===== src/rtl/assert_macros.svh =====
// ----------------------------------------------------------------------------
// Assertion macros
// Shared wrappers for concurrent checks on the clk/rst domain.
// ----------------------------------------------------------------------------
`ifndef ASSERT_MACROS_SVH
`define ASSERT_MACROS_SVH

// Check a property on every clock edge outside reset
`define QRS_ASSERT(lbl, prop, msg) \
  lbl: assert property (@(posedge clk) disable iff (rst) (prop)) else $error(msg);

// Check that a condition implies another in the next cycle
`define QRS_ASSERT_NEXT(lbl, ante, cons, msg) \
  lbl: assert property (@(posedge clk) disable iff (rst) (ante) |=> (cons)) else $error(msg);

`endif


===== src/rtl/qrs_pkg.sv =====
// ----------------------------------------------------------------------------
// Quadratic root solver package
// Widths, status codes and pipeline types shared by the solver modules.
// ----------------------------------------------------------------------------
package qrs_pkg;

  localparam int COEF_W    = 16;
  localparam int FRAC_BITS = 16;
  localparam int ROOT_W    = 34;
  localparam int DISC_W    = 2 * COEF_W + 2;     // b*b - 4ac, signed
  localparam int SQRT_W    = DISC_W / 2;         // floor sqrt result bits
  localparam int DEN_W     = COEF_W + 1;         // 2a, signed
  localparam int NUM_W     = SQRT_W + 2;         // -b +/- s, signed
  localparam int DIV_N_W   = ROOT_W;             // scaled numerator magnitude
  localparam int DIV_D_W   = DEN_W;              // divisor magnitude
  localparam int FRONT_LAT = 3;
  localparam int PIPE_LAT  = FRONT_LAT + SQRT_W + 1 + DIV_N_W + 1;

  typedef enum logic [1:0] {
    ST_NONE = 2'd0,
    ST_ONE  = 2'd1,
    ST_TWO  = 2'd2,
    ST_NOTQ = 2'd3
  } qrs_status_t;

  // Side data carried alongside the square root
  typedef struct packed {
    qrs_status_t              status;
    logic signed [COEF_W-1:0] b;
    logic signed [DEN_W-1:0]  den;
  } qrs_tag_t;

  // Side data carried alongside each divider
  typedef struct packed {
    qrs_status_t status;
    logic        neg;
  } qrs_dtag_t;

endpackage


===== src/rtl/qrs_divider.sv =====
// ----------------------------------------------------------------------------
// Quadratic root solver divider
// Pipelined restoring divider on magnitudes, one quotient bit per stage.
// ----------------------------------------------------------------------------
module qrs_divider (
  input  logic                        clk,
  input  logic                        rst,
  input  logic                        in_vld,
  input  logic [qrs_pkg::DIV_N_W-1:0] in_num,
  input  logic [qrs_pkg::DIV_D_W-1:0] in_den,
  input  qrs_pkg::qrs_dtag_t          in_tag,
  output logic                        out_vld,
  output logic [qrs_pkg::DIV_N_W-1:0] out_quo,
  output qrs_pkg::qrs_dtag_t          out_tag
);
  import qrs_pkg::*;

  logic               vld [0:DIV_N_W];
  logic [DIV_N_W-1:0] sh  [0:DIV_N_W];
  logic [DIV_D_W-1:0] rem [0:DIV_N_W];
  logic [DIV_D_W-1:0] dv  [0:DIV_N_W];
  qrs_dtag_t          tags[0:DIV_N_W];

  assign vld[0]  = in_vld;
  assign sh[0]   = in_num;
  assign rem[0]  = '0;
  assign dv[0]   = in_den;
  assign tags[0] = in_tag;

  for (genvar k = 0; k < DIV_N_W; k++) begin : g_stage
    logic [DIV_D_W:0] cur;
    logic             take;

    // Shift in the next dividend bit and subtract where it fits
    always_comb begin
      cur  = {rem[k], sh[k][DIV_N_W-1]};
      take = (cur >= {1'b0, dv[k]});
    end

    always_ff @(posedge clk) begin
      if (rst) begin
        vld[k+1] <= 1'b0;
      end else begin
        vld[k+1] <= vld[k];
      end
    end

    always_ff @(posedge clk) begin
      rem[k+1]  <= take ? DIV_D_W'(cur - {1'b0, dv[k]}) : DIV_D_W'(cur);
      sh[k+1]   <= {sh[k][DIV_N_W-2:0], take};
      dv[k+1]   <= dv[k];
      tags[k+1] <= tags[k];
    end
  end

  assign out_vld = vld[DIV_N_W];
  assign out_quo = sh[DIV_N_W];
  assign out_tag = tags[DIV_N_W];

endmodule


===== config.mk =====
export PLATFORM = sky130hd
export DESIGN_NAME = qrs_divider
export DESIGN_NICKNAME = d
export VERILOG_FILES = /design/src/rtl/assert_macros.svh /design/src/rtl/qrs_pkg.sv /design/src/rtl/qrs_divider.sv
export SDC_FILE = /design/constraint.sdc
export NUM_CORES = 2
export LEC_CHECK = 0
export ABC_AREA = 1
export BUFFER_PORTS_ARGS = -buffer_cell sky130_fd_sc_hd__buf_2
export CAP_MARGIN = 15
export CORE_ASPECT_RATIO = 0.8
export CORE_MARGIN = 2
export CORE_UTILIZATION = 55
export CTS_CLUSTER_DIAMETER = 40
export DETAILED_ROUTE_END_ITERATION = 8
export PLACE_DENSITY = 0.75
export SYNTH_ARGS = -nofsm -noshare
export SYNTH_HDL_FRONTEND = slang
export SYNTH_SLANG_ARGS = --single-unit

===== constraint.sdc =====
create_clock -name clk -period 4.5 [get_ports clk]
set_clock_uncertainty 0.05 [all_clocks]
set_input_delay 0.9 -clock clk [delete_from_list [all_inputs] [get_ports clk]]
set_output_delay 0.9 -clock clk [all_outputs]
set_load 0.03 [all_outputs]

==> summary.txt <==
Placed design
  – Hpwl dp: about 160000 um
  – Worst slack at placement: 1.86 ns
  – Placement Cell Area: about 100000 sq um
  – GP Congestion: around 0.94
  – Port Buffers: 94

Logic synthesis
  – Post-synthesis sequential area ratio: about half
  – Synth unique cells: between 40 and 50
  – Mapped Nets: 12700
  – Area contributors post-synth: dfxtp_1 51%, nand2_1 16%, inv_1 8.6%
  – Ys Warns: 0
  – Synth Cell Area: 95600 sq um
  – Post-Synthesis Cells: approximately 12000
  – Post-synth EDFFs: 0
  – Synthesis-stage register bit count: between 2000 and 2500
  – Area leader, netlist: dfxtp_1
  – Post-Syn Area per Cell: 7.96 sq um
  – Main synth FF type: dfxtp_1
  – Post-synth ARST share: 0%
  – Synth top area share: approximately half

Outcome
  – Outcome: finished clean

Drt
  – DR vias/cell: slightly below 5
  – Antenna-violating nets left: 0
  – Iteration-0 DRC count of the detailed router: approximately 6100
  – Drt drc: 0
  – WL final: around 220000 um
  – DR pass1 iterations: 6
  – Routed WL per cell: between 10 and 15 um
  – Vias: roughly 72000

Worst setup path
  – Max stage delay cell, worst path: dfxtp_1
  – Crit start category: flip-flop
  – CP arrival: ~3.5 ns
  – Internal reg-to-reg setup slack: ~1.7 ns
  – Cell depth of the worst flop-to-flop path: 13
  – Crit. End Element: flip-flop
  – Most used cell, CP: nand2_1
  – Setup CP Type: flip-flop to flip-flop
  – Crit path max fanout: 18
  – CP Cell Sequence: ha_1, inv_1, fa_1, nand2_1, nand2_1, nand3b_1, nand2_2, nand2_1, nand2_2, nand2_4, nand2_4, nand2_1, nand2_1
  – Worst endpoint required time: 5.21 ns
  – Peak per-stage delay on the critical path: 0.49 ns

Run
  – Max Cap Violations: 0

Timing
  – Slew @ Worst Pin: 0.575 ns
  – Setup Viol. Count Final: 0
  – Max_slew headroom: 61.5%
  – Final Hold Fails: 0
  – RSZ-0062 raised after global routing: false
  – Achievable frequency: roughly 360 MHz
  – Max Slew Vio Count: 0
  – Fin crit period: 2.79 ns
  – Setup_tns: 0 ns
  – Tcrit/Tclk final: between 60% and 70%
  – Final worst slack: between 1.5 and 2 ns

Floorplan
  – # IOs: 95
  – Die height: ~380 um
  – Core area: between 150000 and 200000 sq um
  – Die ar.: roughly 180000 sq um
  – Die X: 470 um
  – Starting Density: a little under three fifths
  – Site Rows: 136

Layout
  – Commonest non-fill, non-tap cell in the layout: nand2_1
  – Ratio of cells with drive above 1 in the final layout: under 10%
  – Area growth, synth to finish: 12.1%
  – Post-route cell area: 107000 sq um
  – # diodes: 0
  – Final net count: 12900
  – Most frequent cells in the layout: 4132 x nand2_1, 2414 x dfxtp_1, 2202 x inv_1

Power
  – Pwr Total: 73.4 mW
  – Maximum vdd drop: ~500 uV
  – PwrDens: 685 nW/um^2
  – Leak: between 50 and 60 nW

CTS
  – Deepest clock path buffer count: 4
  – Worst-Skew Late Latency: 0.93 ns
  – H-tree Lvls: 5
  – CTS Root Cell: clkbuf_16
  – Clock transition at path regs: approximately 0.06 ns
  – Post-CTS setup buffer count: 0
  – CTS tree: yes
  – Clock Sinks: about 2400
  – CTS Buf Count: ~280

Global routing
  – Initial antenna violation count: 4
  – First-pass GRT wire length: ~350000 um
  – Vias in the first global route: 66700
  – Total Routing Usage GR: 24.0%
  – Largest net degree at the start of global routing: 35
  – Global route overflow: 0

Hold path
  – Worst hold path type: input pin to flip-flop
  – Min-Delay Path Depth: 1
==> sequential cells by signal, summed over array words and instances (netlist names) <==
register	flops
sh	1089
g_stage.cur	594
dv	561
tags	99
out_quo	34
vld	33
out_tag	3
out_vld	1
==> power by group <==
part	internal [mW]	switching (mW)
Sequential	25.2	2.20
Clock	13.2	9.01
Combinational	8.03	15.8
Total	46.4	27.0
==> synthesized netlist by cell type, drive strengths merged (39+ instances only) <==
cell,n
nand2,4347
dfxtp,2414
inv,2222
nand3,930
ha,563
nor2,522
a21oi,303
xor2,193
buf,149
nand4,58
and2,42
or2,41
nor3,39
==> layer usage <==
layer,vias to the layer above,share of wire (%),global-route usage (%)
li1,36800,-,-
met1,32400,50,36.3
met2,2040,40,35.1
met3,343,7.4,4.38
met4,0,1.9,5.59
met5,-,0,0
==> per-stage QoR <==
step                      cells  hold slack, ns  util [%]
after floorplan           12000           0.260         -
after global placement    14200           0.260      56.7
after detailed placement  14200           0.262      56.7
after CTS                 14700         0.00170      62.2
after global routing      14700          0.0159      62.2
final                     14700          0.0610      62.2
==> critical path, delay by kind of cell (launching register included) <==
family | cells | cell delay (ns)
buffers and inverters | 1 | 0.07
adder cells (fa/ha/maj) | 2 | 0.62
AND/OR/NAND/NOR | 10 | 1.40
flip-flops | 1 | 0.49
==> kinds of logic after synthesis <==
logic type               count (synthesis)  share of synthesized area (%)
buffers and inverters                 2377                           10.0
XOR/XNOR                               225                           2.06
adder cells (fa/ha/maj)                595                           8.03
AO/OA/AOI/OAI                          338                           1.88
AND/OR/NAND/NOR                       6066                           27.5
flip-flops                            2414                           50.5
==> layout make-up <==
cell class              count  area, sq um
fillers                 15000        65000
flip-flops and latches   2414        48300
multi-input cells        7224        37700
inverters                2223         8340
clock buffers             352         7780
well taps                2277         2850
clock inverters           137         1470
repair buffers            116          691
==> worst paths after layout <==
kind | to | from
worst max register to register | g_stage[26].cur[17] | dv[153]
worst min register to register | sh[125] | sh[158]
worst max-delay path | g_stage[26].cur[17] | dv[153]
worst min-delay path | g_stage[1].cur[0] | in_num[32]
==> timing repair <==
item                                   4_1_cts  5_1_grt
hold buffers                                22        0
gates resized for setup                      0        0
endpoints found under the hold margin       22        0
Power figures use the tool's default switching activity.
