`src/rtl/assert_macros.svh`:
```
// ----------------------------------------------------------------------------
// Assertion macros
// Shared wrappers for concurrent checks on the clk/rst domain.
// ----------------------------------------------------------------------------
`ifndef ASSERT_MACROS_SVH
`define ASSERT_MACROS_SVH

// Check a property on every clock edge outside reset
`define QRS_ASSERT(lbl, prop, msg) \
  lbl: assert property (@(posedge clk) disable iff (rst) (prop)) else $error(msg);

// Check that a condition implies another in the next cycle
`define QRS_ASSERT_NEXT(lbl, ante, cons, msg) \
  lbl: assert property (@(posedge clk) disable iff (rst) (ante) |=> (cons)) else $error(msg);

`endif

```
`src/rtl/qrs_pkg.sv`:
```
// ----------------------------------------------------------------------------
// Quadratic root solver package
// Widths, status codes and pipeline types shared by the solver modules.
// ----------------------------------------------------------------------------
package qrs_pkg;

  localparam int COEF_W    = 16;
  localparam int FRAC_BITS = 16;
  localparam int ROOT_W    = 34;
  localparam int DISC_W    = 2 * COEF_W + 2;     // b*b - 4ac, signed
  localparam int SQRT_W    = DISC_W / 2;         // floor sqrt result bits
  localparam int DEN_W     = COEF_W + 1;         // 2a, signed
  localparam int NUM_W     = SQRT_W + 2;         // -b +/- s, signed
  localparam int DIV_N_W   = ROOT_W;             // scaled numerator magnitude
  localparam int DIV_D_W   = DEN_W;              // divisor magnitude
  localparam int FRONT_LAT = 3;
  localparam int PIPE_LAT  = FRONT_LAT + SQRT_W + 1 + DIV_N_W + 1;

  typedef enum logic [1:0] {
    ST_NONE = 2'd0,
    ST_ONE  = 2'd1,
    ST_TWO  = 2'd2,
    ST_NOTQ = 2'd3
  } qrs_status_t;

  // Side data carried alongside the square root
  typedef struct packed {
    qrs_status_t              status;
    logic signed [COEF_W-1:0] b;
    logic signed [DEN_W-1:0]  den;
  } qrs_tag_t;

  // Side data carried alongside each divider
  typedef struct packed {
    qrs_status_t status;
    logic        neg;
  } qrs_dtag_t;

endpackage

```
`src/rtl/qrs_front.sv`:
```
// ----------------------------------------------------------------------------
// Quadratic root solver front end
// Registers the coefficients, forms the products and the discriminant.
// ----------------------------------------------------------------------------
module qrs_front (
  input  logic                              clk,
  input  logic                              rst,
  input  logic                              in_vld,
  input  logic signed [qrs_pkg::COEF_W-1:0] a,
  input  logic signed [qrs_pkg::COEF_W-1:0] b,
  input  logic signed [qrs_pkg::COEF_W-1:0] c,
  output logic                              out_vld,
  output logic        [qrs_pkg::DISC_W-1:0] rad,
  output qrs_pkg::qrs_tag_t                 tag
);
  import qrs_pkg::*;

  logic                       vld1, vld2;
  logic signed [COEF_W-1:0]   a1, b1, c1, a2, b2;
  logic signed [2*COEF_W-1:0] bb2, ac2;
  logic signed [DISC_W-1:0]   disc;
  qrs_status_t                status_next;

  // Advance valid bits
  always_ff @(posedge clk) begin
    if (rst) begin
      vld1    <= 1'b0;
      vld2    <= 1'b0;
      out_vld <= 1'b0;
    end else begin
      vld1    <= in_vld;
      vld2    <= vld1;
      out_vld <= vld2;
    end
  end

  // Capture coefficients, then the two products
  always_ff @(posedge clk) begin
    a1  <= a;
    b1  <= b;
    c1  <= c;
    a2  <= a1;
    b2  <= b1;
    bb2 <= b1 * b1;
    ac2 <= a1 * c1;
  end

  // Classify the discriminant
  always_comb begin
    disc = DISC_W'(bb2) - (DISC_W'(ac2) <<< 2);
    if (a2 == '0) begin
      status_next = ST_NOTQ;
    end else if (disc < 0) begin
      status_next = ST_NONE;
    end else if (disc == '0) begin
      status_next = ST_ONE;
    end else begin
      status_next = ST_TWO;
    end
  end

  always_ff @(posedge clk) begin
    rad        <= disc[DISC_W-1] ? '0 : disc;
    tag.status <= status_next;
    tag.b      <= b2;
    tag.den    <= DEN_W'(a2) <<< 1;
  end

endmodule

```
`config.mk`:
```
export PLATFORM = sky130hd
export DESIGN_NAME = qrs_front
export DESIGN_NICKNAME = d
export VERILOG_FILES = /design/src/rtl/assert_macros.svh /design/src/rtl/qrs_pkg.sv /design/src/rtl/qrs_front.sv
export SDC_FILE = /design/constraint.sdc
export NUM_CORES = 2
export LEC_CHECK = 0
export BUFFER_PORTS_ARGS = -buffer_cell sky130_fd_sc_hd__buf_2
export CORE_ASPECT_RATIO = 0.75
export CORE_MARGIN = 8
export CORE_UTILIZATION = 55
export CTS_BUF_LIST = sky130_fd_sc_hd__clkbuf_4 sky130_fd_sc_hd__clkbuf_8
export DETAILED_ROUTE_END_ITERATION = 6
export GPL_ROUTABILITY_DRIVEN = 0
export PLACE_DENSITY_LB_ADDON = 0.12
export REMOVE_ABC_BUFFERS = 1
export SLEW_MARGIN = 20
export SYNTH_ARGS = -nofsm -noshare
export SYNTH_HDL_FRONTEND = slang
export SYNTH_SLANG_ARGS = --single-unit
```
`constraint.sdc`:
```
create_clock -name clk -period 16.85 [get_ports clk]
set_clock_uncertainty 0.05 [all_clocks]
set_input_delay 1.685 -clock clk [delete_from_list [all_inputs] [get_ports clk]]
set_output_delay 1.685 -clock clk [all_outputs]
set_load 0.05 [all_outputs]
```
==> run_summary.xml <==
<?xml version="1.0" encoding="UTF-8"?>
<metrics>
  <group name="clock_network">
    <metric name="post_cts_resized" unit="">0</metric>
    <metric name="cts_hold_repair.buffers" unit="">0</metric>
    <metric name="postCtsSetupBuffers" unit="">0</metric>
    <metric name="cts.root.buffer_cell" unit="">clkbuf_8</metric>
    <metric name="clkSinkCount" unit="">211</metric>
    <metric name="clk_pin_slew" unit="ns">0.06</metric>
    <metric name="worst_skew_pair.late_latency" unit="ns">0.61</metric>
    <metric name="htree_levels" unit="">2</metric>
    <metric name="tritoncts" unit="">built</metric>
    <metric name="cts_buffers" unit="">36</metric>
    <metric name="clock_tree.buffer_depth" unit="">3</metric>
  </group>
  <group name="logic_synthesis">
    <metric name="largest_area_contributor_in_the_synthesized_netlist" unit="">fa_1</metric>
    <metric name="synth_cells" unit="">2666</metric>
    <metric name="synthArstFlopShare" unit="%">0</metric>
    <metric name="ys_warn_count" unit="">0</metric>
    <metric name="synth.cell_area" unit="µm²">25400</metric>
    <metric name="synth_enable_flop_cells" unit="">0</metric>
    <metric name="synth_flop_cell" unit="">dfxtp_1</metric>
    <metric name="synth_sequential_area_ratio" unit="%">16.7</metric>
    <metric name="postSynthAreaPerCell" unit="µm²">9.51</metric>
    <metric name="ys_ff_latch" unit="">211</metric>
    <metric name="post_synth_num_cell_types" unit="">68</metric>
    <metric name="synth_top_area_share" unit="%">39.2</metric>
    <metric name="synth_top_cells_by_area" unit="">fa_1 39%, dfxtp_1 17%, ha_1 9.9%, inv_1 9.6%, and2_1 4.1%</metric>
  </group>
  <group name="placement">
    <metric name="placed_cells_incl_taps" unit="">3307</metric>
    <metric name="detailedPlacementHpwl" unit="mm">45.4</metric>
    <metric name="io_buffer_count" unit="">117</metric>
    <metric name="post_dp_cell_area" unit="µm²">26400</metric>
  </group>
  <group name="global_route">
    <metric name="grt_max_degree" unit="">28</metric>
    <metric name="first_global_vias" unit="">18800</metric>
    <metric name="number_of_antenna_violations_at_the_first_check_in_global_routing" unit="">0</metric>
    <metric name="grt_pass1_wl" unit="mm">93.3</metric>
    <metric name="overflow" unit="">0</metric>
    <metric name="gr-usage-all-layers" unit="%">21.4</metric>
  </group>
  <group name="flow_run">
    <metric name="max-cap-violations" unit="">0</metric>
  </group>
  <group name="routing">
    <metric name="drt_iter0_markers" unit="">980</metric>
    <metric name="drt_wl_total" unit="mm">54.2</metric>
    <metric name="avgViaCountPerCell" unit="">5.21</metric>
    <metric name="drc" unit="">0</metric>
    <metric name="wl_per_cell" unit="µm">16.1</metric>
    <metric name="postRouteAntennaNets" unit="">0</metric>
    <metric name="dr_pass1_iterations" unit="">5</metric>
    <metric name="vias" unit="">17600</metric>
  </group>
  <group name="timing">
    <metric name="fmax" unit="GHz">0.142</metric>
    <metric name="max_slew.worst_pin.slew" unit="ns">1.09</metric>
    <metric name="setup_viol" unit="">0</metric>
    <metric name="slew_headroom" unit="%">27.0</metric>
    <metric name="setup_repair_after_global_routing_missed_its_margin" unit="">no</metric>
    <metric name="report.final.slew_viol_count" unit="">0</metric>
    <metric name="finalSetupTns" unit="ns">0</metric>
    <metric name="finalWorstPathRequiredPeriod" unit="ns">7.04</metric>
    <metric name="final_hold_vio_count" unit="">0</metric>
    <metric name="final_min_period_over_clock_period" unit="%">41.8</metric>
  </group>
  <group name="final_layout">
    <metric name="post_route_cells_drive_above_1_share" unit="%">7.32</metric>
    <metric name="filler_cell_count" unit="">4042</metric>
    <metric name="final_cell_area_excluding_filler_cells" unit="µm²">27200</metric>
    <metric name="nets" unit="">3498</metric>
    <metric name="syn_to_final_growth" unit="%">7.21</metric>
    <metric name="insertedDiodeCount" unit="">0</metric>
    <metric name="instances_no_fill" unit="">3369</metric>
    <metric name="mostFrequentLayoutCell" unit="">inv_1</metric>
    <metric name="final_cell_mix" unit="">647 x inv_1, 497 x fa_1, 235 x nand2_1, 211 x dfxtp_1, 200 x ha_1</metric>
  </group>
  <group name="run_status">
    <metric name="run_status" unit="">complete, no violations</metric>
  </group>
  <group name="critical_path">
    <metric name="kind_of_end_point_of_the_critical_path" unit="">flop</metric>
    <metric name="critical_path.max_fanout" unit="">17</metric>
    <metric name="crit_type" unit="">reg -&gt; reg</metric>
    <metric name="worst_setup_path_start_kind" unit="">flop</metric>
    <metric name="crit_arrival" unit="ns">7.48</metric>
    <metric name="r2r_cells" unit="">20</metric>
    <metric name="critPathRequiredTime" unit="ns">17.29</metric>
  </group>
  <group name="floorplan">
    <metric name="io_pins" unit="">121</metric>
    <metric name="dieWidth" unit="µm">264</metric>
    <metric name="fp.coreArea" unit="µm²">45800</metric>
    <metric name="initial_utilization" unit="%">55.4</metric>
    <metric name="dieArea" unit="µm²">53300</metric>
    <metric name="row_count" unit="">68</metric>
    <metric name="dieHeight" unit="µm">202</metric>
  </group>
  <group name="min_path">
    <metric name="worst_hold_check_path_type" unit="">reg -&gt; reg</metric>
    <metric name="number_of_cells_traversed_by_the_worst_hold_path" unit="">0</metric>
  </group>
</metrics>
routing by layer:
metal / part of all wire (%) / global-route usage, % / up-vias
li1: - / - / 8208
met1: 46 / 30.7 / 8875
met2: 45 / 33.5 / 412
met3: 6.4 / 4.01 / 61
met4: 1.8 / 4.83 / 0
met5: 0 / 0 / -
worst paths after layout:
| check | slack (ns) | end | from |
|---|---|---|---|
| max | 9.81 | ac2[30] | a1[15] |
| min | 0.27 | tag[27] | b2[10] |
| max reg2reg | 9.81 | ac2[30] | a1[15] |
| min reg2reg | 0.27 | tag[27] | b2[10] |
Yosys cell counts, drive strengths merged (35+ instances only):
cell type	number
fa	497
ha	200
a21o	35
o21ai	49
nor2	125
nand2	236
clkbuf	69
a21oi	72
dfxtp	211
inv	647
and2	169
xnor2	79
critical path, stage by stage (launching register included):
cell	delay (ns)
dfxtp_1	0.72
nand2_1	0.20
inv_1	0.17
fa_1	0.56
fa_1	0.90
fa_1	0.54
fa_1	0.50
fa_1	0.49
inv_1	0.05
fa_1	0.47
inv_1	0.04
ha_1	0.36
nand4_1	0.19
inv_1	0.07
nand2_1	0.09
nor2_1	0.07
a2111oi_0	0.63
a211oi_1	0.17
a211oi_1	0.36
a21oi_1	0.14
xor2_1	0.16
flip-flops by register name (all words and copies together), names as in the netlist:
name / cells
a1: 16
a2: 16
ac2: 32
b1: 16
b2: 15
bb2: 31
c1: 16
out_vld: 1
rad: 32
tag: 34
vld1: 1
vld2: 1
cells by family after synthesis:
family                   Yosys count  synth area share [%]
buffers and inverters            725                  10.8
adder cells (fa/ha/maj)          697                  49.1
AND/OR/NAND/NOR                  662                  12.7
AO/OA/AOI/OAI                    264                  6.98
flip-flops                       211                  16.7
XOR/XNOR                         100                  3.45
multiplexers                       6                 0.237
other                              1                0.0148
per-stage QoR:
step           hold WS (ns)  utilization, %  setup WS (ns)
3_3_place_gp          0.260            57.7           9.99
4_1_cts               0.277            59.4           9.81
3_5_place_dp          0.262            57.7           9.85
6_report              0.274            59.4           9.81
2_1_floorplan         0.260               -          10.65
5_1_grt               0.286            59.4           9.34
layout make-up:
| cell class | instances | area, µm² | share of cell area, % |
|---|---|---|---|
| timing repair buffer | 122 | 623 | 2.29 |
| multi-input combinational | 1732 | 18400 | 67.7 |
| inverter | 647 | 2430 | 8.94 |
| clock buffer | 53 | 679 | 2.50 |
| tap | 595 | 744 | 2.74 |
| sequential | 211 | 4220 | 15.5 |
| clock inverter | 9 | 82.6 | 0.304 |
Power is not shown: default switching activity piles up to over one toggle a cycle in this logic, so the estimate is an artifact.
