`config.mk`:
```
export PLATFORM = sky130hd
export DESIGN_NAME = qrs_sqrt
export DESIGN_NICKNAME = d
export VERILOG_FILES = /design/src/rtl/assert_macros.svh /design/src/rtl/qrs_pkg.sv /design/src/rtl/qrs_sqrt.sv
export SDC_FILE = /design/constraint.sdc
export NUM_CORES = 1
export LEC_CHECK = 0
export ABC_AREA = 1
export BUFFER_PORTS_ARGS = -buffer_cell sky130_fd_sc_hd__buf_4
export CORE_ASPECT_RATIO = 1.2
export CORE_MARGIN = 2
export CORE_UTILIZATION = 63
export DETAILED_ROUTE_END_ITERATION = 6
export GPL_TIMING_DRIVEN = 1
export PLACE_DENSITY = 0.79
export SKIP_CTS_REPAIR_TIMING = 1
export SLEW_MARGIN = 20
export SYNTH_ARGS = -nofsm -noshare
export SYNTH_HDL_FRONTEND = slang
export SYNTH_SLANG_ARGS = --single-unit
```
`constraint.sdc`:
```
create_clock -name clk -period 2.7 [get_ports clk]
set_input_delay 0.54 -clock clk [delete_from_list [all_inputs] [get_ports clk]]
set_output_delay 0.54 -clock clk [all_outputs]
set_load 0.1 [all_outputs]
```
`src/rtl/assert_macros.svh`:
```
// ----------------------------------------------------------------------------
// Assertion macros
// Shared wrappers for concurrent checks on the clk/rst domain.
// ----------------------------------------------------------------------------
`ifndef ASSERT_MACROS_SVH
`define ASSERT_MACROS_SVH

// Check a property on every clock edge outside reset
`define QRS_ASSERT(lbl, prop, msg) \
  lbl: assert property (@(posedge clk) disable iff (rst) (prop)) else $error(msg);

// Check that a condition implies another in the next cycle
`define QRS_ASSERT_NEXT(lbl, ante, cons, msg) \
  lbl: assert property (@(posedge clk) disable iff (rst) (ante) |=> (cons)) else $error(msg);

`endif

```
`src/rtl/qrs_pkg.sv`:
```
// ----------------------------------------------------------------------------
// Quadratic root solver package
// Widths, status codes and pipeline types shared by the solver modules.
// ----------------------------------------------------------------------------
package qrs_pkg;

  localparam int COEF_W    = 16;
  localparam int FRAC_BITS = 16;
  localparam int ROOT_W    = 34;
  localparam int DISC_W    = 2 * COEF_W + 2;     // b*b - 4ac, signed
  localparam int SQRT_W    = DISC_W / 2;         // floor sqrt result bits
  localparam int DEN_W     = COEF_W + 1;         // 2a, signed
  localparam int NUM_W     = SQRT_W + 2;         // -b +/- s, signed
  localparam int DIV_N_W   = ROOT_W;             // scaled numerator magnitude
  localparam int DIV_D_W   = DEN_W;              // divisor magnitude
  localparam int FRONT_LAT = 3;
  localparam int PIPE_LAT  = FRONT_LAT + SQRT_W + 1 + DIV_N_W + 1;

  typedef enum logic [1:0] {
    ST_NONE = 2'd0,
    ST_ONE  = 2'd1,
    ST_TWO  = 2'd2,
    ST_NOTQ = 2'd3
  } qrs_status_t;

  // Side data carried alongside the square root
  typedef struct packed {
    qrs_status_t              status;
    logic signed [COEF_W-1:0] b;
    logic signed [DEN_W-1:0]  den;
  } qrs_tag_t;

  // Side data carried alongside each divider
  typedef struct packed {
    qrs_status_t status;
    logic        neg;
  } qrs_dtag_t;

endpackage

```
`src/rtl/qrs_sqrt.sv`:
```
// ----------------------------------------------------------------------------
// Quadratic root solver square root
// Pipelined floor square root, one result bit per stage.
// ----------------------------------------------------------------------------
module qrs_sqrt (
  input  logic                       clk,
  input  logic                       rst,
  input  logic                       in_vld,
  input  logic [qrs_pkg::DISC_W-1:0] in_rad,
  input  qrs_pkg::qrs_tag_t          in_tag,
  output logic                       out_vld,
  output logic [qrs_pkg::SQRT_W-1:0] out_root,
  output qrs_pkg::qrs_tag_t          out_tag
);
  import qrs_pkg::*;

  localparam int REM_W = SQRT_W + 2;

  logic              vld  [0:SQRT_W];
  logic [DISC_W-1:0] rads [0:SQRT_W];
  logic [REM_W-1:0]  rems [0:SQRT_W];
  logic [SQRT_W-1:0] roots[0:SQRT_W];
  qrs_tag_t          tags [0:SQRT_W];

  assign vld[0]   = in_vld;
  assign rads[0]  = in_rad;
  assign rems[0]  = '0;
  assign roots[0] = '0;
  assign tags[0]  = in_tag;

  for (genvar k = 0; k < SQRT_W; k++) begin : g_stage
    logic [REM_W+1:0] cur;
    logic [REM_W+1:0] trial;
    logic             take;

    // Bring down the next bit pair and try the new root bit
    always_comb begin
      cur   = {rems[k], rads[k][DISC_W-1 -: 2]};
      trial = (REM_W+2)'({roots[k], 2'b01});
      take  = (cur >= trial);
    end

    always_ff @(posedge clk) begin
      if (rst) begin
        vld[k+1] <= 1'b0;
      end else begin
        vld[k+1] <= vld[k];
      end
    end

    always_ff @(posedge clk) begin
      rads[k+1]  <= rads[k] << 2;
      rems[k+1]  <= take ? REM_W'(cur - trial) : REM_W'(cur);
      roots[k+1] <= {roots[k][SQRT_W-2:0], take};
      tags[k+1]  <= tags[k];
    end
  end

  assign out_vld  = vld[SQRT_W];
  assign out_root = roots[SQRT_W];
  assign out_tag  = tags[SQRT_W];

endmodule

```
==> results of run 1 <==
## cell families (layout without fill, tap and decap cells)
logic type / count (synthesis) / after routing
compound gates: 282 / 282
fa+ha+maj: 171 / 171
simple gates: 2063 / 2063
flops: 1319 / 1319
buf+inv: 730 / 1071
xor+xnor: 122 / 122
other cells: 1 / 1
## placed cells by master, fill, tap and decap left out, drive strengths merged, types with 6 or more instances in the layout
cell	count
xor2	84
o21ai	112
nand3	228
buf	128
nor2	384
dlygate4sd3	68
bufinv	11
dfxtp	1319
inv	675
xnor2	38
clkinvlp	6
clkbuf	157
nor3	29
a21oi	150
clkinv	26
nand2	1332
nand4	37
ha	171
nand3b	33
## registers in the layout (all words and copies together) (netlist names)
| register | cells |
|---|---|
| rads | 240 |
| g_stage.trial | 136 |
| out_root | 17 |
| g_stage.cur | 314 |
| tags | 560 |
| vld | 16 |
| out_vld | 1 |
| out_tag | 35 |
## final timing paths
check,end,start,cells past startpoint
max,g_stage[8].cur[7],g_stage[7].trial[2],10
min,vld[16],in_vld,3
max reg2reg,g_stage[8].cur[7],g_stage[7].trial[2],10
min reg2reg,g_stage[8].trial[4],g_stage[7].trial[3],0
## cell type report
type,instances,area (um2)
Sequential cell,1319,26400
Timing Repair Buffer,196,1640
Multi-Input combinational cell,2639,13400
Clock buffer,157,3280
Tap cell,901,1130
Fill cell,4855,18000
Clock inverter,53,772
Inverter,665,2500
## per-stage QoR
stage	util [%]	std cells	hold WS, ns	worst slack, ns
after floorplan	-	4688	0.310	0.928
after global placement	66.1	5652	0.309	0.457
after detailed placement	66.1	5652	0.312	0.461
after CTS	72.2	5862	-0.119	0.465
after global routing	73.2	5930	0.0270	0.225
final	73.2	5930	0.0419	0.438
## power groups by stage
stage	clock [mW]	sequential (mW)	combinational, mW
3_5_place_dp	0	23.9	8.52
5_1_grt	18.1	23.7	9.93
2_1_floorplan	0	23.3	6.60
3_3_place_gp	0	23.8	8.40
6_report	17.0	23.5	8.79
4_1_cts	17.3	23.5	8.66
## critical path, delay by kind of cell (launching register included)
kind                       cells  cell delay (ns)
AOI/OAI and AO/OA              2             0.28
adders and majority gates      1             0.34
buffers and inverters          1             0.06
DFF                            1             0.35
and+or+nand+nor                6             1.00
## layer usage
metal  global-route usage (%)  vias to the layer above  routed length (um)
met2                     46.8                      673               45700
met1                     26.6                    13300               34300
met5                        0                        -                   0
met4                     9.54                        0                2860
li1                         -                    14900                   -
met3                     3.79                      203                3590
==> flow_metrics.env, run 1 <==
export IMPL_syn_cell_area_mm2=0.0428
export IMPL_synth_seq_cells=1319
export IMPL_fp_coreArea_mm2=0.0671
export IMPL_grt_overflow_total=0
export IMPL_post_dp_cell_area_mm2=0.0444
export IMPL_largest_vdd_supply_drop_mv=0.834
export IMPL_maxClockFrequency_mhz=442
export IMPL_synthesis_nets=4931
export IMPL_synth_fa_ha_area_share_pct=4.99
export IMPL_detail_route_drc_violations=0
export IMPL_yosys_top_cells_count="sky130_fd_sc_hd__dfxtp_1 (1,319), sky130_fd_sc_hd__nand2_1 (1,307), sky130_fd_sc_hd__inv_1 (650)"
export IMPL_worst_ep_required_time_ns=3.20
export IMPL_design_power_total_mw=49.2
export IMPL_grt_setup_unrepaired="false"
export IMPL_worstSetupStartpointType="flop"
export IMPL_dominantRegCellSynth="sky130_fd_sc_hd__dfxtp_1"
export IMPL_r2r_setup_slack_ns=0.44
export IMPL_clock_group_share_of_total_power_pct=34.4
export IMPL_drt_iter0_markers=1568
export IMPL_critPathSlowestCell="sky130_fd_sc_hd__nor2_4"
export IMPL_globalRouteTotalUtil_pct=24.2
export IMPL_power_internal_mw=34.6
export IMPL_final_min_period_ns=2.26
export IMPL_p_leak_nw=24.8
export IMPL_netSwitchingFraction_pct=29.8
export IMPL_tightestPinTransition_ns=0.546
export IMPL_postRouteWirelength_um=86500
export IMPL_ant_nets=0
export IMPL_drt_pass1_iterations=5
export IMPL_cp_arrival_ns=2.76
export IMPL_drv_max_cap_violation_count=0
export IMPL_die_area_mm2=0.0701
export IMPL_path_class="reg -> reg"
export IMPL_cts_htree_levels=3
export IMPL_chipWidth_um=242
export IMPL_vias_per_cell=4.89
export IMPL_post_synth_top_area_cell="sky130_fd_sc_hd__dfxtp_1"
export IMPL_top_level_ports=125
export IMPL_avgSynthCellArea_um2=9.14
export IMPL_outcome="finished clean"
export IMPL_synthesis_yosys_warnings=0
export IMPL_synth_area_top_cells="sky130_fd_sc_hd__dfxtp_1 (62%), sky130_fd_sc_hd__nand2_1 (11%), sky130_fd_sc_hd__inv_1 (5.7%)"
export IMPL_setup_viol=0
export IMPL_crit_path_end_kind="flop"
export IMPL_power_density_over_cell_area_mw_per_mm2=1000
export IMPL_drive_above_1_share_pct=8.61
export IMPL_synth_simple_area_share_pct=20.1
export IMPL_placement_io_buffers=124
export IMPL_grt_start_max_net_pins=25
export IMPL_tritoncts_clock_tree="done"
export IMPL_die_height_um=290
export IMPL_max_slew_margin_rel_pct=63.2
export IMPL_final_design_area_no_fill_mm2=0.0491
export IMPL_number_of_clock_sinks=1319
export IMPL_avg_wl_per_cell_um=14.6
export IMPL_crit_path_frequent_cell="sky130_fd_sc_hd__nand2_1"
export IMPL_cts_inserted_buffers=114
export IMPL_critical_path_max_stage_delay_ns=0.44
export IMPL_worstHoldPathType="in -> reg"
export IMPL_report_final_slew_viol_count=0
export IMPL_nets=5178
export IMPL_period_share_pct=83.8
export IMPL_ys_seq_area_share_pct=61.6
export IMPL_place_hpwl_um=61000
export IMPL_main_combinational_cell_family_by_area_after_synthesis="simple AND/OR/NAND/NOR gates"
export IMPL_cts_buffer_depth=3
export IMPL_yosys_cell_count_top_type="sky130_fd_sc_hd__dfxtp_1"
export IMPL_placer_s_final_routability_congestion_estimate=0.946
export IMPL_muxShareOfSynthArea_pct=0
export IMPL_synthToLayoutAreaGrowth_pct=14.7
export IMPL_std_cell_rows=104
export IMPL_worst_skew_pair_late_latency_ns=0.72
export IMPL_setup_tns_final_ns=0
export IMPL_root_buffer="sky130_fd_sc_hd__clkbuf_16"
export IMPL_critical_path_cell_chain="inv_1 -> ha_1 -> o21ai_0 -> nand2_1 -> nand2_1 -> nand2_1 -> nand2_1 -> nand3_1 -> nor2_4 -> o21ai_0"
export IMPL_n_antenna_cell=0
export IMPL_yosys_area_share_xor_xnor_pct=2.49
export IMPL_postSynthCellCount=4688
export IMPL_skew_ns=0.0889
export IMPL_power_share_combinational_pct=17.8
export IMPL_wire_length_of_the_first_global_routing_pass_um=138000
export IMPL_initial_utilization_pct=63.8
export IMPL_part_of_the_power_in_registers_pct=47.7
export IMPL_dr_total_vias=29000
export IMPL_synth_top_cell_area_share_pct=61.6
export IMPL_netSwitchingPower_mw=14.7
export IMPL_finalHoldViolCount=0
export IMPL_proportion_of_synthesized_flip_flops_having_asynchronous_set_or_reset_pct=0
export IMPL_synth_area_in_compound_gates_pct=3.71
export IMPL_clkSlewWorstSetupHoldPaths_ns=0.06
export IMPL_vias_in_the_first_global_route=28700
export IMPL_post_synth_num_cell_types=48
export IMPL_number_of_enable_flip_flop_cells_after_synthesis=0
export IMPL_grt_antenna_before_repair=0
export IMPL_critPathMaxFanout=24
(Power assumes the default switching activity.)
==> run 2: changes to the inputs <==
Settings changed: CORE_UTILIZATION 63 to 55, PLACE_DENSITY 0.79 to 0.74.
Clock period 2.7 ns to 1.9 ns, I/O delays scaled along.
==> run 2 against run 1 <==
The flow now finishes with violations (setup timing). Clock-buffer cell count decreased by 10. Hold slack improved by 0.26 ns. Sequential power increased by 43%. Largest cell class unchanged. Largest power group unchanged.
==> flow_metrics.env, run 2 (synthesized netlist as in run 1, its figures left out) <==
export IMPL_outcome="complete, but fails checks"
export IMPL_violated_checks="setup timing"
export IMPL_maxClockFrequency_mhz=526
export IMPL_drive_above_1_share_pct=21.8
export IMPL_power_internal_mw=51.6
export IMPL_part_of_the_power_in_registers_pct=45.6
export IMPL_grt_start_max_net_pins=20
export IMPL_final_min_period_ns=1.90
export IMPL_final_design_area_no_fill_mm2=0.0543
export IMPL_grt_use_met3_pct=2.98
export IMPL_worstSetupStartpointType="flop"
export IMPL_synthToLayoutAreaGrowth_pct=26.6
export IMPL_worstHoldPathCells=0
export IMPL_postRouteWirelength_um=92200
export IMPL_final_cell_count_no_fill=6375
export IMPL_cts_inserted_buffers=114
export IMPL_tightestPinTransition_ns=0.522
export IMPL_root_buffer="sky130_fd_sc_hd__clkbuf_16"
export IMPL_number_of_clock_sinks=1319
export IMPL_nets=5497
export IMPL_netSwitchingFraction_pct=30.0
export IMPL_cp_buffers_inverters=3
export IMPL_count_of_cells_along_the_worst_register_to_register_path=12
export IMPL_initial_utilization_pct=55.3
export IMPL_logic_depth_of_the_worst_path_buffers_included=12
export IMPL_clkSlewWorstSetupHoldPaths_ns=0.07
export IMPL_die_height_um=310
export IMPL_die_area_mm2=0.0801
export IMPL_setup_viol=1
export IMPL_critical_path_max_stage_delay_ns=0.35
export IMPL_chipWidth_um=259
export IMPL_netSwitchingPower_mw=22.2
export IMPL_detail_route_drc_violations=0
export IMPL_drt_pass1_iterations=7
export IMPL_worst_skew_pair_late_latency_ns=0.71
export IMPL_vias_per_cell=4.77
export IMPL_crit_path_frequent_cell="sky130_fd_sc_hd__nand2_2"
export IMPL_finalHoldViolCount=0
export IMPL_final_core_utilization_pct=70.0
export IMPL_drt_iter0_markers=1487
export IMPL_placer_s_final_routability_congestion_estimate=0.911
export IMPL_vias_in_the_first_global_route=28800
export IMPL_clock_group_share_of_total_power_pct=32.2
export IMPL_skew_ns=0.0665
export IMPL_most_common_cell_after_layout_fill_and_taps_aside="sky130_fd_sc_hd__dfxtp_1"
export IMPL_grt_overflow_total=0
export IMPL_p_leak_nw=26.4
export IMPL_largest_register="tags"
export IMPL_grt_met2_usage_pct=40.3
export IMPL_grt_antenna_before_repair=0
export IMPL_place_hpwl_um=63900
export IMPL_tritoncts_clock_tree="done"
export IMPL_busiest_layer="met2"
export IMPL_critical_path_cell_chain="inv_2 -> ha_4 -> nand2_4 -> inv_2 -> nand2_2 -> nand2_2 -> a21oi_2 -> nand2_2 -> nor2_4 -> buf_2 -> nand2_1 -> o21ai_1"
export IMPL_globalRouteTotalUtil_pct=21.1
export IMPL_dr_total_vias=30400
export IMPL_leading_cell_types_in_the_layout_fill_and_taps_excluded="sky130_fd_sc_hd__dfxtp_1 (1,235), sky130_fd_sc_hd__nand2_1 (1,210), sky130_fd_sc_hd__inv_1 (617)"
export IMPL_n_antenna_cell=0
export IMPL_cts_htree_levels=3
export IMPL_drv_max_cap_violation_count=0
export IMPL_ant_nets=0
export IMPL_critPathSlowestCell="sky130_fd_sc_hd__dfxtp_2"
export IMPL_path_class="reg -> reg"
export IMPL_largest_vdd_supply_drop_mv=0.941
export IMPL_placement_io_buffers=124
export IMPL_critPathMaxFanout=7
export IMPL_family_of_cells_with_the_greatest_summed_delay_on_the_critical_path="simple AND/OR/NAND/NOR gates"
export IMPL_largest_register_ffs=560
export IMPL_fp_coreArea_mm2=0.0775
export IMPL_worst_ep_required_time_ns=2.50
export IMPL_avg_wl_per_cell_um=14.5
export IMPL_period_share_pct=100
export IMPL_power_density_over_cell_area_mw_per_mm2=1360
export IMPL_std_cell_rows=112
export IMPL_dpl_cell_count=6014
export IMPL_worstHoldPathType="reg -> reg"
export IMPL_crit_path_end_kind="flop"
export IMPL_cts_buffer_depth=3
export IMPL_cp_arrival_ns=2.50
export IMPL_report_final_slew_viol_count=0
export IMPL_post_dp_cell_area_mm2=0.0465
export IMPL_setup_tns_final_ns=-0.00247
export IMPL_power_share_combinational_pct=22.2
export IMPL_global_route_usage_met1_pct=22.1
export IMPL_grt_setup_unrepaired="true"
export IMPL_fill_cells=5715
export IMPL_max_slew_margin_rel_pct=65.0
export IMPL_wire_length_of_the_first_global_routing_pass_um=135000
export IMPL_top_level_ports=125
export IMPL_final_hold_worst_slack_ns=0.300
export IMPL_timing_final_ws_setup_ns=-0.00247
## run 2: cell count changes in the layout (fill, tap and decap cells not counted), moves of 32 or more
cell / change
sky130_fd_sc_hd__dfxtp_2: +80
sky130_fd_sc_hd__ha_4: +109
sky130_fd_sc_hd__nor2_1: -32
sky130_fd_sc_hd__inv_1: -33
sky130_fd_sc_hd__ha_1: -115
sky130_fd_sc_hd__nand2_2: +77
sky130_fd_sc_hd__nand2_1: -97
sky130_fd_sc_hd__buf_4: +276
sky130_fd_sc_hd__dfxtp_1: -84
## run 2: cell type report
type | instances | area (um2) | share of cell area, %
flip-flops and latches | 1319 | 26500 | 48.9
multi-input cells | 2643 | 15700 | 28.9
repair buffers | 510 | 4310 | 7.94
clock buffers | 147 | 3200 | 5.89
inverters | 665 | 2510 | 4.62
well taps | 1026 | 1280 | 2.37
clock inverters | 64 | 776 | 1.43
repair inverters | 1 | 7.51 | 0.0138
## run 2: per-layer routing
metal	up-vias	wire length, um	share of wire [%]
met3	312	3150	3.4
li1	15500	-	-
met2	714	48400	52
met1	13800	35800	39
met5	-	0	0
met4	0	4930	5.3
## run 2: path summary, 6_finish.rpt
| kind | slack (ns) | endpoint | start |
|---|---|---|---|
| setup / recovery | -0.002 | g_stage[12].cur[4] | g_stage[11].trial[8] |
| hold / removal | 0.30 | g_stage[13].trial[14] | g_stage[12].trial[13] |
| setup reg to reg | -0.002 | g_stage[12].cur[4] | g_stage[11].trial[8] |
| hold reg to reg | 0.30 | g_stage[13].trial[14] | g_stage[12].trial[13] |
## run 2: power groups by stage
stage | Clock, mW | Sequential [mW] | Combinational (mW)
6_report | 23.8 | 33.7 | 16.4
3_5_place_dp | 0 | 33.8 | 13.7
3_3_place_gp | 0 | 33.7 | 13.5
4_1_cts | 24.3 | 33.2 | 13.8
2_1_floorplan | 0 | 33.1 | 9.37
5_1_grt | 25.5 | 34.0 | 18.1
## run 2: per-stage QoR
stage	power (mW)	setup WS, ns
finish	73.8	-0.00247
detailed placement	47.5	-0.188
global route	77.6	-0.116
floorplan	42.5	0.128
CTS	71.4	-0.228
global placement	47.3	-0.158
